$ cat config.mk
export PLATFORM = sky130hd
export DESIGN_NAME = adc_average_piecewise_distance_unit
export DESIGN_NICKNAME = d
export VERILOG_FILES = /design/src/sv/adc_apd_pkg.sv /design/src/sv/adc_average_piecewise_distance_unit.sv
export VERILOG_INCLUDE_DIRS = /design/src /design/src/sv
export SDC_FILE = /design/constraint.sdc
export NUM_CORES = 1
export LEC_CHECK = 0
export ABC_AREA = 0
export BUFFER_PORTS_ARGS = -buffer_cell sky130_fd_sc_hd__buf_4
export CAP_MARGIN = 25
export CORE_MARGIN = 4
export CORE_UTILIZATION = 40
export DETAILED_ROUTE_END_ITERATION = 10
export MAX_ROUTING_LAYER = met4
export REMOVE_ABC_BUFFERS = 1
export SLEW_MARGIN = 20
export SYNTH_ARGS = -nofsm -noshare
export SYNTH_HDL_FRONTEND = slang
export SYNTH_SLANG_ARGS = --single-unit
export TNS_END_PERCENT = 1
$ cat constraint.sdc
create_clock -name clk -period 8.35 [get_ports clk]
set_input_delay 1.2525 -clock clk [delete_from_list [all_inputs] [get_ports clk]]
set_output_delay 1.2525 -clock clk [all_outputs]
set_load 0.01 [all_outputs]
$ cat src/sv/adc_average_piecewise_distance_unit_defines.svh
// ----------------------------------------------------------------------------
// Assertion macros for the averaging distance unit
// Concurrent checks on a rising clock with an active-low reset; they compile
// to nothing when SYNTHESIS is defined.
// ----------------------------------------------------------------------------
`ifndef ADC_AVERAGE_PIECEWISE_DISTANCE_UNIT_DEFINES_SVH
`define ADC_AVERAGE_PIECEWISE_DISTANCE_UNIT_DEFINES_SVH

`ifndef SYNTHESIS
`define APD_ASSERT_IMPLY(lbl, clk, rst_n, ante, cons, msg) \
  lbl: assert property (@(posedge clk) disable iff (!rst_n) (ante) |-> (cons)) \
    else $error(msg);
`define APD_ASSERT_NEXT(lbl, clk, rst_n, ante, cons, msg) \
  lbl: assert property (@(posedge clk) disable iff (!rst_n) (ante) |=> (cons)) \
    else $error(msg);
`else
`define APD_ASSERT_IMPLY(lbl, clk, rst_n, ante, cons, msg)
`define APD_ASSERT_NEXT(lbl, clk, rst_n, ante, cons, msg)
`endif

`endif

$ cat src/sv/adc_apd_pkg.sv
// ----------------------------------------------------------------------------
// Averaging distance unit package
// Field widths, the piecewise-linear segment table and the mapping codes.
// ----------------------------------------------------------------------------
package adc_apd_pkg;

  localparam int SAMPLE_W   = 10;
  localparam int DIST_W     = 12;
  localparam int MAP_W      = 12;
  localparam int OFF_W      = 8;
  localparam int RECIP_W    = 17;
  localparam int FRAC_SHIFT = 12;
  localparam int SEG_COUNT  = 7;
  localparam int SEG_W      = 3;

  typedef logic [MAP_W-1:0]         mean_t;
  typedef logic signed [DIST_W-1:0] dist_t;
  typedef logic [RECIP_W-1:0]       recip_t;
  typedef logic [SEG_W-1:0]         seg_t;

  localparam mean_t FLOOR_MEAN = 12'd80;
  localparam mean_t TOP_MEAN   = 12'd490;
  localparam dist_t FLOOR_Q4   = 12'sd1280;
  localparam dist_t TOP_Q4     = 12'sd160;

  localparam mean_t SEG_LO [SEG_COUNT] = '{
    12'd80, 12'd87, 12'd106, 12'd124, 12'd150, 12'd196, 12'd276
  };

  localparam dist_t SEG_BASE_Q4 [SEG_COUNT] = '{
    12'sd1280, 12'sd1120, 12'sd960, 12'sd800, 12'sd640, 12'sd480, 12'sd320
  };

  localparam recip_t SEG_RECIP [SEG_COUNT] = '{
    17'd85112, 17'd31060, 17'd32768, 17'd22756, 17'd12825, 17'd7380, 17'd7380
  };

  typedef enum logic [1:0] {
    KIND_FLOOR = 2'd0,
    KIND_TOP   = 2'd1,
    KIND_HELD  = 2'd2,
    KIND_SEG   = 2'd3
  } map_kind_t;

endpackage

$ cat src/sv/adc_average_piecewise_distance_unit.sv
// ----------------------------------------------------------------------------
// Averaging piecewise-linear IR distance unit
// Sums blocks of ADC samples, takes the mean and maps it to centimetres.
// ----------------------------------------------------------------------------
// Samples enter on the in_ channel, one beat per sample, and the unit can
// take a sample in every cycle unless a closing sample meets full stages.
// Each block of SAMPLE_COUNT samples produces one beat on the out_ channel:
// the distance in signed Q4 centimetres and a held flag that marks a mean
// above 490, for which the previous distance is repeated.
// The result of a block is registered in turn: the block total at the edge
// that accepts its last sample, the mean after the reciprocal multiply,
// the segment after the lookup and the output register after the slope
// multiply.
// One sample per cycle while in_ready holds, one result per SAMPLE_COUNT samples.
// While the receiver stalls, samples that do not close a block are still
// taken; a closing sample is taken as long as the four stages have a free
// slot, so in_ready drops only when all of them hold results.
// Synchronous reset clears the running sum, the sample count, the stage
// valid flags and the stored last distance, which reads as zero until a
// block maps to a mean of 490 or below.
// ----------------------------------------------------------------------------
`include "adc_average_piecewise_distance_unit_defines.svh"

module adc_average_piecewise_distance_unit
  import adc_apd_pkg::*;
#(
  parameter int SAMPLE_COUNT = 20,
  parameter int ADC_BITS     = 10
) (
  input  logic                     clk,
  input  logic                     rst_n,
  input  logic                     in_valid,
  output logic                     in_ready,
  input  logic [SAMPLE_W-1:0]      in_sample,
  output logic                     out_valid,
  input  logic                     out_ready,
  output logic signed [DIST_W-1:0] out_distance_q4,
  output logic                     out_held
);

  localparam int SUM_W  = $clog2(SAMPLE_COUNT * ((1 << ADC_BITS) - 1) + 1);
  localparam int IDX_W  = (SAMPLE_COUNT > 1) ? $clog2(SAMPLE_COUNT) : 1;
  localparam int DIV_L  = $clog2(SAMPLE_COUNT);
  localparam int SHIFT  = SUM_W + DIV_L;
  localparam int M_W    = SUM_W + 2;
  localparam int PROD_W = SUM_W + M_W;
  localparam logic [M_W-1:0] DIV_RECIP =
    M_W'(((64'd1 << SHIFT) + 64'(SAMPLE_COUNT) - 64'd1) / 64'(SAMPLE_COUNT));
  localparam logic [IDX_W-1:0] LAST_IDX = IDX_W'(SAMPLE_COUNT - 1);

  logic [ADC_BITS-1:0] s;
  logic [SUM_W-1:0]    total;
  logic                closing;
  logic                in_fire;

  logic [SUM_W-1:0]    sum_r, sum_nxt;
  logic [IDX_W-1:0]    idx_r, idx_nxt;

  logic                a_v_r, b_v_r, c_v_r, out_v_r;
  logic                a_rdy, b_rdy, c_rdy, o_rdy;

  logic [SUM_W-1:0]    total_r;
  logic [PROD_W-1:0]   div_prod;
  logic [ADC_BITS-1:0] mean_r, mean_nxt;

  mean_t               m;
  seg_t                seg_nxt, seg_r;
  logic [OFF_W-1:0]    off_nxt, off_r;
  map_kind_t           kind_nxt, kind_r;

  logic [OFF_W+RECIP_W-1:0] slope_prod;
  dist_t               drop;
  dist_t               dist_nxt;
  dist_t               dist_r;
  logic                held_r;
  dist_t               last_r;

  assign s       = ADC_BITS'(in_sample);
  assign total   = sum_r + SUM_W'(s);
  assign closing = (idx_r == LAST_IDX);

  assign o_rdy    = !out_v_r || out_ready;
  assign c_rdy    = !c_v_r || o_rdy;
  assign b_rdy    = !b_v_r || c_rdy;
  assign a_rdy    = !a_v_r || b_rdy;
  assign in_ready = !closing || a_rdy;
  assign in_fire  = in_valid && in_ready;

  always_comb begin
    sum_nxt = sum_r;
    idx_nxt = idx_r;
    if (in_fire) begin
      if (closing) begin
        sum_nxt = '0;
        idx_nxt = '0;
      end else begin
        sum_nxt = total;
        idx_nxt = idx_r + IDX_W'(1);
      end
    end
  end

  assign div_prod = PROD_W'(total_r) * PROD_W'(DIV_RECIP);
  assign mean_nxt = ADC_BITS'(div_prod >> SHIFT);

  assign m = MAP_W'(mean_r);

  always_comb begin
    seg_nxt = '0;
    for (int k = 1; k < SEG_COUNT; k++) begin
      if (m >= SEG_LO[k]) begin
        seg_nxt = SEG_W'(k);
      end
    end
    off_nxt = OFF_W'(m - SEG_LO[seg_nxt]);
    if (m <= FLOOR_MEAN) begin
      kind_nxt = KIND_FLOOR;
    end else if (m == TOP_MEAN) begin
      kind_nxt = KIND_TOP;
    end else if (m > TOP_MEAN) begin
      kind_nxt = KIND_HELD;
    end else begin
      kind_nxt = KIND_SEG;
    end
  end

  assign slope_prod = (OFF_W+RECIP_W)'(off_r) * (OFF_W+RECIP_W)'(SEG_RECIP[seg_r]);
  assign drop       = DIST_W'(slope_prod >> FRAC_SHIFT);

  always_comb begin
    case (kind_r)
      KIND_FLOOR: dist_nxt = FLOOR_Q4;
      KIND_TOP:   dist_nxt = TOP_Q4;
      KIND_HELD:  dist_nxt = last_r;
      KIND_SEG:   dist_nxt = SEG_BASE_Q4[seg_r] - drop;
      default:    dist_nxt = FLOOR_Q4;
    endcase
  end

  always_ff @(posedge clk) begin
    if (!rst_n) begin
      sum_r   <= '0;
      idx_r   <= '0;
      a_v_r   <= 1'b0;
      b_v_r   <= 1'b0;
      c_v_r   <= 1'b0;
      out_v_r <= 1'b0;
      last_r  <= '0;
    end else begin
      sum_r <= sum_nxt;
      idx_r <= idx_nxt;
      if (a_rdy) begin
        a_v_r <= in_fire && closing;
      end
      if (b_rdy) begin
        b_v_r <= a_v_r;
      end
      if (c_rdy) begin
        c_v_r <= b_v_r;
      end
      if (o_rdy) begin
        out_v_r <= c_v_r;
      end
      if (o_rdy && c_v_r && (kind_r != KIND_HELD)) begin
        last_r <= dist_nxt;
      end
    end
  end

  always_ff @(posedge clk) begin
    if (a_rdy && in_fire && closing) begin
      total_r <= total;
    end
    if (b_rdy && a_v_r) begin
      mean_r <= mean_nxt;
    end
    if (c_rdy && b_v_r) begin
      seg_r  <= seg_nxt;
      off_r  <= off_nxt;
      kind_r <= kind_nxt;
    end
    if (o_rdy && c_v_r) begin
      dist_r <= dist_nxt;
      held_r <= (kind_r == KIND_HELD);
    end
  end

  assign out_valid       = out_v_r;
  assign out_distance_q4 = dist_r;
  assign out_held        = held_r;

  `APD_ASSERT_IMPLY(a_idx_range, clk, rst_n, 1'b1, idx_r <= LAST_IDX,
    "sample count ran past the block length")
  `APD_ASSERT_NEXT(a_close_loads, clk, rst_n, in_fire && closing, a_v_r,
    "closing sample did not load the total stage")
  `APD_ASSERT_IMPLY(a_out_is_last, clk, rst_n, out_v_r, dist_r == last_r,
    "pending result differs from the stored last distance")
  `APD_ASSERT_IMPLY(a_dist_range, clk, rst_n, out_v_r && !held_r,
    (dist_r <= FLOOR_Q4) && (dist_r >= -12'sd64),
    "mapped distance out of range")

endmodule
==> results of run 1 <==
[worst paths after layout]
check        startpoint                   to  slack [ns]  cells after the start
max reg2reg    seg_r[1]  out_distance_q4[11]        0.47                     31
min          last_r[11]           last_r[11]        0.46                      2
max            seg_r[1]  out_distance_q4[11]        0.47                     31
min reg2reg  last_r[11]           last_r[11]        0.46                      2
[flip-flops by register name, indices dropped and copies added, names as in the netlist, 2 cells and up]
signal / count
kind_r: 2
out_distance_q4: 12
total_r: 15
seg_r: 3
off_r: 8
idx_r: 5
mean_r: 10
last_r: 12
sum_r: 15
[stage by stage]
stage          hold WS (ns)  worst slack, ns  cell area [sq um]  total power [uW]  cells
5_1_grt               0.497           0.0125              13000               992   1688
4_1_cts               0.469            0.304              13000               966   1687
2_1_floorplan         0.435            0.851              12000               524   1247
6_report              0.463            0.468              13000               955   1688
3_3_place_gp          0.449            0.577              12700               545   1671
3_5_place_dp          0.459            0.340              12700               547   1671
[synthesized netlist by cell type, types with 9 or more instances]
cell,number
a211oi_1,9
o21ai_0,32
a21o_1,17
edfxtp_1,51
clkbuf_1,32
nor2_1,46
nand2_1,85
a21oi_1,48
o21a_1,12
and3_1,18
ha_1,183
xnor2_1,31
nor2b_1,28
fa_1,142
nor3_1,21
and2_1,70
xor2_1,21
inv_1,242
a22oi_1,9
dfxtp_1,36
nand3_1,22
[cells by family (layout without fill, tap and decap cells)]
family	Yosys count	after routing
compound gates	204	204
simple gates	330	330
xor+xnor	53	53
mux	5	5
buf+inv	276	294
flops	87	87
fa+ha+maj	325	325
[layout make-up]
cell class              count  area [sq um]  area share [%]
clock buffers               9           225            1.73
multi-input cells         917          8820            67.6
flip-flops and latches     87          2250            17.3
clock inverters             7          86.3           0.662
repair buffers             35           263            2.01
well taps                 390           488            3.74
inverters                 243           912            6.99
[tightest hold or removal path, stage by stage (launching register included)]
cell,delay [ns]
dfxtp_1,0.32
nand3_1,0.06
o21ai_1,0.05
[routing by layer]
layer | track usage [%] | vias up | share of wire [%]
li1 | - | 4274 | -
met1 | 23.8 | 4274 | 49
met2 | 26.7 | 126 | 46
met3 | 2.20 | 21 | 3.6
met4 | 2.82 | 0 | 0.85
met5 | - | - | 0
[power breakdown]
group	total, uW	switching (uW)	internal, uW	leakage (uW)
Combinational	71.1	38.9	32.2	0.00552
Clock	419	204	214	0.000151
Sequential	465	5.02	460	0.000753
==> qor_table.md, run 1 <==
| Result | Reported |
|---|---|
| Outcome | completed |
| Share of final-layout standard cells stronger than drive strength 1 | 5.62% |
| Clock tree from TritonCTS | yes |
| Number of hold buffers added after cts | 0 |
| Highest attainable clock frequency | 127 MHz |
| Max_slew headroom | 56.5% |
| Clock period minus worst slack | 7.88 ns |
| Final Max Slew Viols | 0 |
| Longest individual stage delay on the worst path | 0.54 ns |
| Worst Path Required | 8.43 ns |
| Fraction of the cycle the final worst path needs | 94.4% |
| Total gr overflow | 0 |
| Post-CTS setup buffers | 0 |
| DR vias | 8,695 |
| Worst endpoint data arrival time | 7.96 ns |
| Global-route wire length before repair | 44,900 microns |
| RSZ-0062 raised after global routing | no |
| Buf/Inv on CP | 3 |
| Pin count of the biggest net entering global routing | 44 |
| Aggregate global-route resource usage | 16.9% |
| Instance count of the mapped netlist | 1,280 |
| Top library cells by usage in the layout, fill and taps aside | inv_1 (242), ha_1 (183), fa_1 (142) |
| Detail Placement HPWL | 21,600 microns |
| Top area cells in the synthesized netlist | fa_1 (23%), ha_1 (19%), edfxtp_1 (13%), inv_1 (7.5%), dfxtp_1 (6.0%) |
| Final-layout fill cell count | 2,864 |
| Max Cap Violations | 0 |
| Count of instances resized after the clock tree is built | 0 |
| Post-Synth Simple-Gate Area | 14.2% |
| Initial Util | 40.7% |
| Most frequent standard cell in the layout excluding fill and tap cells | inv_1 |
| Post-synthesis sequential area ratio | 18.6% |
| H-tree depth reported by CTS | 3 |
| Area share of the leading cell type in the synthesized netlist | 23.5% |
| Port Buffers | 28 |
| Total length of routed wires | 26,100 microns |
| FF+latch count, synth | 87 |
| Final number of setup-violating endpoints | 0 |
| Total clock sinks | 87 |
| Most numerous cell on the critical path | fa_1 |
| Number of enable-type register cells in the synthesized netlist | 51 |
| Aggregate negative setup slack | 0 ns |
| Pwr Density | 73.2 mW/mm^2 |
| Arithmetic-cell share of the synthesized area counting full adders, half adders and majority gates | 42.4% |
| Dominant combinational cell family by area after synthesis | adder cells |
| IR drop worst, VDD | 99.0 uV |
| I/O pin total | 29 |
| Class of the worst hold path | reg -> reg |
| Maximum buffer depth of the clock tree | 2 |
| Post-synth design cell area | 0.0121 sq mm |
| Post-synthesis compound-gate area fraction | 11.8% |
| Layout area overhead | 7.84% |
| Die extent in x | 182 microns |
| Final setup skew | 0.0208 ns |
| Slew at the pin closest to its max-slew limit | 0.646 ns |
| Average detailed-routed wire length per instance | 15.4 microns |
| Largest fanout on the critical path | 8 |
| # rows | 63 |
| Worst setup path class | reg -> reg |
| Buffer type at the clock tree root | clkbuf_16 |
| Lkg Pwr | 0.00642 uW |
| Highest-delay cell along the critical path | fa_1 |
| Syn Area/Cell | 9.45 sq um |
| TritonCTS buffer count | 9 |
| Floorplan die area | 0.0331 sq mm |
| Clock latency on the worst-skew pair | 0.36 ns |
| Routed Antenna Nets | 0 |
| Clock-pin slew of the registers on the worst-case setup and hold paths | 0.08 ns |
| Post-Synth XOR/XNOR Area | 3.95% |
| Die height | 182 microns |
| Category of cells accounting for the largest share of critical-path delay | adder cells |
| Synth warnings | 0 |
| Number of library cell types mapped by synthesis | 67 |
| Vias in the first global route | 9,030 |
| Ys async rst share | 0% |
| Count of inserted antenna diode cells | 0 |
| Post-layout net count | 1,632 |
| Post-layout util | 43.9% |
| Final Hold Vio Count | 0 |
| Number of search-and-repair iterations in the first detailed-routing pass | 5 |
| Number of remaining DRC errors | 0 |
| Nature of the critical path startpoint | flop |
| Initial antenna violation count | 0 |
| Endpoint kind of the worst setup timing path | flop |
| Final weighted congestion of routability-driven global placement | 0.893 |
| Post-synthesis cell type with the largest combined area | fa_1 |
| Via/cell ratio | 5.15 |
| Iteration-0 DRC count of the detailed router | 456 |
| Most frequently used flop master after synthesis | edfxtp_1 |
| Core area | 0.0297 sq mm |
| Fraction of synthesized area in multiplexers | 0.424% |
No activity file was read; power rests on OpenSTA's default activity.
==> run 2: changes to the inputs <==
==> constraint.sdc (replaced) <==
create_clock -name clk -period 10.13 [get_ports clk]
set_input_delay 1.5195 -clock clk [delete_from_list [all_inputs] [get_ports clk]]
set_output_delay 1.5195 -clock clk [all_outputs]
set_load 0.01 [all_outputs]
==> qor_table.md, run 2 (synthesis gave the netlist of run 1 again) <==
| Result | Reported |
|---|---|
| Relative contribution of combinational cells to total power | 7.5% |
| Iteration-0 DRC count of the detailed router | 433 |
| Relative contribution of the clock network to total power | 43.4% |
| Clock period minus worst slack | 8.60 ns |
| Final Hold Vio Count | 0 |
| RSZ-0062 raised after global routing | no |
| Aggregate negative setup slack | 0 ns |
| Met2 wirelength from detailed routing | 12,100 microns |
| Critical path startpoint | seg_r[1] |
| Total gr overflow | 0 |
| H-tree depth reported by CTS | 3 |
| Die height | 182 microns |
| Int Power | 582 uW |
| # rows | 63 |
| Routed Antenna Nets | 0 |
| Number of search-and-repair iterations in the first detailed-routing pass | 5 |
| Core area | 0.0297 sq mm |
| Detailed-routing wirelength on met1 | 12,400 microns |
| Layout area overhead | 7.37% |
| Number of remaining DRC errors | 0 |
| Total length of routed wires | 25,700 microns |
| Die extent in x | 182 microns |
| Top sig layer | met4 |
| Sequential share of power | 49.1% |
| Lkg Pwr | 0.00639 uW |
| Clock-pin slew of the registers on the worst-case setup and hold paths | 0.07 ns |
| Initial antenna violation count | 0 |
| Floorplan die area | 0.0331 sq mm |
| Initial Util | 40.7% |
| Via/cell ratio | 5.12 |
| Clock latency on the worst-skew pair | 0.36 ns |
| IR drop worst, VDD | 84.7 uV |
| Final number of setup-violating endpoints | 0 |
| Clock tree from TritonCTS | yes |
| Pin count of the biggest net entering global routing | 44 |
| Port Buffers | 28 |
| Buffer type at the clock tree root | clkbuf_16 |
| Longest individual stage delay on the worst path | 0.60 ns |
| Pwr Density | 60.0 mW/mm^2 |
| Final weighted congestion of routability-driven global placement | 0.890 |
| Global-route wire length before repair | 44,200 microns |
| Nature of the critical path startpoint | flop |
| Worst Path Required | 10.21 ns |
| Post-CTS setup buffers | 0 |
| TritonCTS buffer count | 9 |
| Largest registers | sum_r x15, total_r x15 |
| Reg-to-reg startpoint | seg_r[1] |
| Worst endpoint data arrival time | 8.67 ns |
| Dpl cells | 1,666 |
| Most frequent standard cell in the layout excluding fill and tap cells | inv_1 |
| Highest-delay cell along the critical path | nor2b_1 |
| Share of final-layout standard cells stronger than drive strength 1 | 4.95% |
| Slew at the pin closest to its max-slew limit | 0.757 ns |
| Worst setup path class | reg -> reg |
| Count of inserted antenna diode cells | 0 |
| Most numerous cell on the critical path | fa_1 |
| Maximum buffer depth of the clock tree | 2 |
| Average detailed-routed wire length per instance | 15.3 microns |
| Final setup skew | 0.0188 ns |
| Vias in the first global route | 8,892 |
| Post-layout net count | 1,627 |
| Endpoint kind of the worst setup timing path | flop |
| Min-delay src | last_r[9] |
| Top library cells by usage in the layout, fill and taps aside | inv_1 (242), ha_1 (183), fa_1 (142) |
| Non-filler instance count after layout | 1,683 |
| Count of instances resized after the clock tree is built | 0 |
| Class of the worst hold path | reg -> reg |
| Total net switching power | 198 uW |
| Max_slew headroom | 49.1% |
| Switch share | 25.4% |
| Outcome | completed |
| Fraction of the cycle the final worst path needs | 84.9% |
| Detail Placement HPWL | 21,400 microns |
| Max Cap Violations | 0 |
| Number of hold buffers added after cts | 0 |
| Post-layout util | 43.7% |
| Largest fanout on the critical path | 18 |
| I/O pin total | 29 |
| Met3 wirelength from detailed routing | 947 microns |
| DR vias | 8,614 |
| Aggregate global-route resource usage | 16.6% |
| Final Max Slew Viols | 0 |
| Highest attainable clock frequency | 116 MHz |
| Total clock sinks | 87 |
==> run 2: cell types whose count changed in the layout (fill, tap and decap cells not counted) <==
cell / previous run / this run
clkinv_8: 3 / 2
inv_8: 1 / 2
nor2_2: 1 / 0
a21oi_2: 4 / 1
nor2_1: 45 / 46
a21oi_1: 45 / 48
buf_4: 35 / 30
==> run 2: worst paths after layout <==
path | slack [ns] | endpoint | depth (start not counted)
worst min register to register | 0.47 | last_r[9] | 2
worst max register to register | 1.53 | out_distance_q4[11] | 31
worst max-delay path | 1.53 | out_distance_q4[11] | 31
worst min-delay path | 0.47 | last_r[9] | 2
==> run 2: critical path, delay by kind of cell, from the launching register on <==
kind	cells	cell delay, ns
adder cells (fa/ha/maj)	7	3.13
AND/OR/NAND/NOR	11	2.58
AO/OA/AOI/OAI	9	1.67
flip-flops	1	0.45
buffers and inverters	3	0.26
XOR/XNOR	1	0.22
==> run 2: stage by stage <==
stage	hold WS (ns)	cell area, sq um	setup WS [ns]	total power, uW
6_report	0.471	13000	1.53	780
3_5_place_dp	0.455	12700	1.65	450
5_1_grt	0.491	13000	0.907	814
4_1_cts	0.470	13000	1.62	788
2_1_floorplan	0.435	12000	2.63	432
3_3_place_gp	0.450	12700	1.93	449
==> run 2: area by class of cell <==
cell class	count	area, sq um
Tap cell	390	488
Inverter	243	912
Sequential cell	87	2250
Fill cell	2904	16700
Clock inverter	7	81.3
Clock buffer	9	225
Timing Repair Buffer	30	225
Multi-Input combinational cell	917	8810
==> run 2: power by group through the flow <==
| stage | sequential [uW] | clock (uW) | combinational (uW) |
|---|---|---|---|
| after global routing | 384 | 364 | 66.2 |
| after floorplan | 390 | 0 | 42.1 |
| after CTS | 383 | 346 | 59.0 |
| after global placement | 391 | 0 | 58.0 |
| after detailed placement | 391 | 0 | 58.6 |
| final | 383 | 339 | 58.3 |
==> run 2: routing by layer <==
layer / GRT usage, % / vias up
li1: - / 4260
met1: 22.8 / 4214
met2: 26.6 / 117
met3: 2.46 / 23
met4: 3.06 / 0
met5: - / -
==> run 3: changes to the inputs <==
==> constraint.sdc (replaced) <==
create_clock -name clk -period 7 [get_ports clk]
set_input_delay 1.05 -clock clk [delete_from_list [all_inputs] [get_ports clk]]
set_output_delay 1.05 -clock clk [all_outputs]
set_load 0.01 [all_outputs]
==> qor_table.md, run 3 (synthesis gave the netlist of run 1 again) <==
| Result | Reported |
|---|---|
| Non-filler instance count after layout | 1,786 |
| Worst setup timing slack at the placement stage | -0.505 ns |
| Global-route wire length before repair | 46,200 microns |
| Share of final-layout standard cells stronger than drive strength 1 | 15.8% |
| Slew at the pin closest to its max-slew limit | 0.667 ns |
| Pin count of the biggest net entering global routing | 44 |
| DR vias | 9,008 |
| Die extent in x | 182 microns |
| Aggregate global-route resource usage | 17.3% |
| Floorplan die area | 0.0331 sq mm |
| Dpl cell area | 0.0134 sq mm |
| Highest attainable clock frequency | 144 MHz |
| Core area | 0.0297 sq mm |
| Maximum buffer depth of the clock tree | 2 |
| Clock tree from TritonCTS | yes |
| Total length of routed wires | 27,100 microns |
| Port Buffers | 28 |
| Pwr Density | 80.1 mW/mm^2 |
| Initial Util | 40.7% |
| Most frequent standard cell in the layout excluding fill and tap cells | inv_1 |
| Buffer type at the clock tree root | clkbuf_16 |
| Die height | 182 microns |
| Largest fanout on the critical path | 7 |
| Max_slew headroom | 55.5% |
| Routed Antenna Nets | 0 |
| Iteration-0 DRC count of the detailed router | 396 |
| Final Max Slew Viols | 0 |
| Total clock sinks | 87 |
| Post-layout util | 47.5% |
| Max Cap Violations | 0 |
| I/O pin total | 29 |
| Final number of setup-violating endpoints | 0 |
| Final worst setup slack | 0.0560 ns |
| Post-layout net count | 1,729 |
| Largest registers | sum_r x15, total_r x15 |
| Number of search-and-repair iterations in the first detailed-routing pass | 5 |
| Worst setup path class | reg -> reg |
| Via/cell ratio | 5.04 |
| Clock latency on the worst-skew pair | 0.35 ns |
| Most numerous cell on the critical path | fa_1 |
| Endpoint kind of the worst setup timing path | flop |
| Fraction of the cycle the final worst path needs | 99.2% |
| Final weighted congestion of routability-driven global placement | 0.917 |
| # rows | 63 |
| Top library cells by usage in the layout, fill and taps aside | inv_1 (237), ha_1 (169), fa_1 (140) |
| Worst Path Required | 7.08 ns |
| Average detailed-routed wire length per instance | 15.2 microns |
| Class of the worst hold path | reg -> reg |
| Final hold slack | 0.476 ns |
| Longest individual stage delay on the worst path | 0.52 ns |
| Final setup skew | 0.0147 ns |
| IR drop worst, VDD | 102 uV |
| TritonCTS buffer count | 9 |
| Nature of the critical path startpoint | flop |
| RSZ-0062 raised after global routing | yes |
| Lkg Pwr | 0.00693 uW |
| Outcome | completed |
| Final Hold Vio Count | 0 |
| Dpl cells | 1,760 |
| Number of remaining DRC errors | 0 |
| Detail Placement HPWL | 22,700 microns |
| Layout area overhead | 16.6% |
| Highest-delay cell along the critical path | edfxtp_1 |
| Clock period minus worst slack | 6.94 ns |
| Initial antenna violation count | 1 |
| Total gr overflow | 0 |
| Clock-pin slew of the registers on the worst-case setup and hold paths | 0.07 ns |
| Vias in the first global route | 9,296 |
| Worst endpoint data arrival time | 7.03 ns |
| Finished Cell Area | 0.0141 sq mm |
| H-tree depth reported by CTS | 3 |
-- run 3: cell types whose count changed in the layout (fill, tap and decap cells not counted), sizes merged --
cell	delta
buf	+101
clkbuf	+1
clkinv	-1
diode	+1
inv	+1
-- run 3: final timing paths --
kind | from | end | slack [ns] | cells past startpoint
worst max-delay path | seg_r[1] | out_distance_q4[11] | 0.06 | 30
worst min register to register | last_r[9] | last_r[9] | 0.48 | 2
worst min-delay path | last_r[9] | last_r[9] | 0.48 | 2
worst max register to register | seg_r[1] | out_distance_q4[11] | 0.06 | 30
-- run 3: stage by stage --
step	power (uW)	setup TNS, ns
after global routing	1180	-0.500
after detailed placement	652	-1.46
after global placement	649	-0.792
after floorplan	626	-1.02
after CTS	1150	0
final	1130	0
-- run 3: routing by layer --
metal  up-vias  GRT usage, %  part of all wire [%]
li1       4468             -                     -
met1      4415          24.3                    49
met2       113          28.2                    48
met3        12          1.80                   2.9
met4         0          2.19                  0.56
met5         -             -                     0
-- run 3: worst max-delay path, delay by kind of cell, from the launching register on --
| family | cells | cell delay (ns) |
|---|---|---|
| xor+xnor | 2 | 0.35 |
| fa+ha+maj | 7 | 2.78 |
| simple gates | 10 | 1.64 |
| compound gates | 6 | 0.81 |
| buf+inv | 5 | 0.56 |
| flops | 1 | 0.52 |
-- run 3: repair_timing --
action                                  CTS  global route
endpoints found under the setup margin    4             5
hold buffers                              0             0
setup buffers                             5             4
resized for setup                        40            37
gates cloned                              0             0
hold endpoints to repair                  0             0
pin swaps                                33            35
-- run 3: final cells by class --
| type | count | area (sq um) |
|---|---|---|
| fill | 2765 | 15600 |
| multi-input combinational | 917 | 9120 |
| sequential | 87 | 2250 |
| timing repair buffer | 132 | 1020 |
| inverter | 243 | 915 |
| tap | 390 | 488 |
| clock buffer | 9 | 225 |
| clock inverter | 7 | 81.3 |
| antenna | 1 | 2.50 |
-- run 3: power breakdown --
group          total, uW  switching, uW  leakage (uW)  internal (uW)
Combinational       85.0           46.4       0.00602           38.5
Clock                490            234      0.000150            256
Sequential           555           5.93      0.000753            549
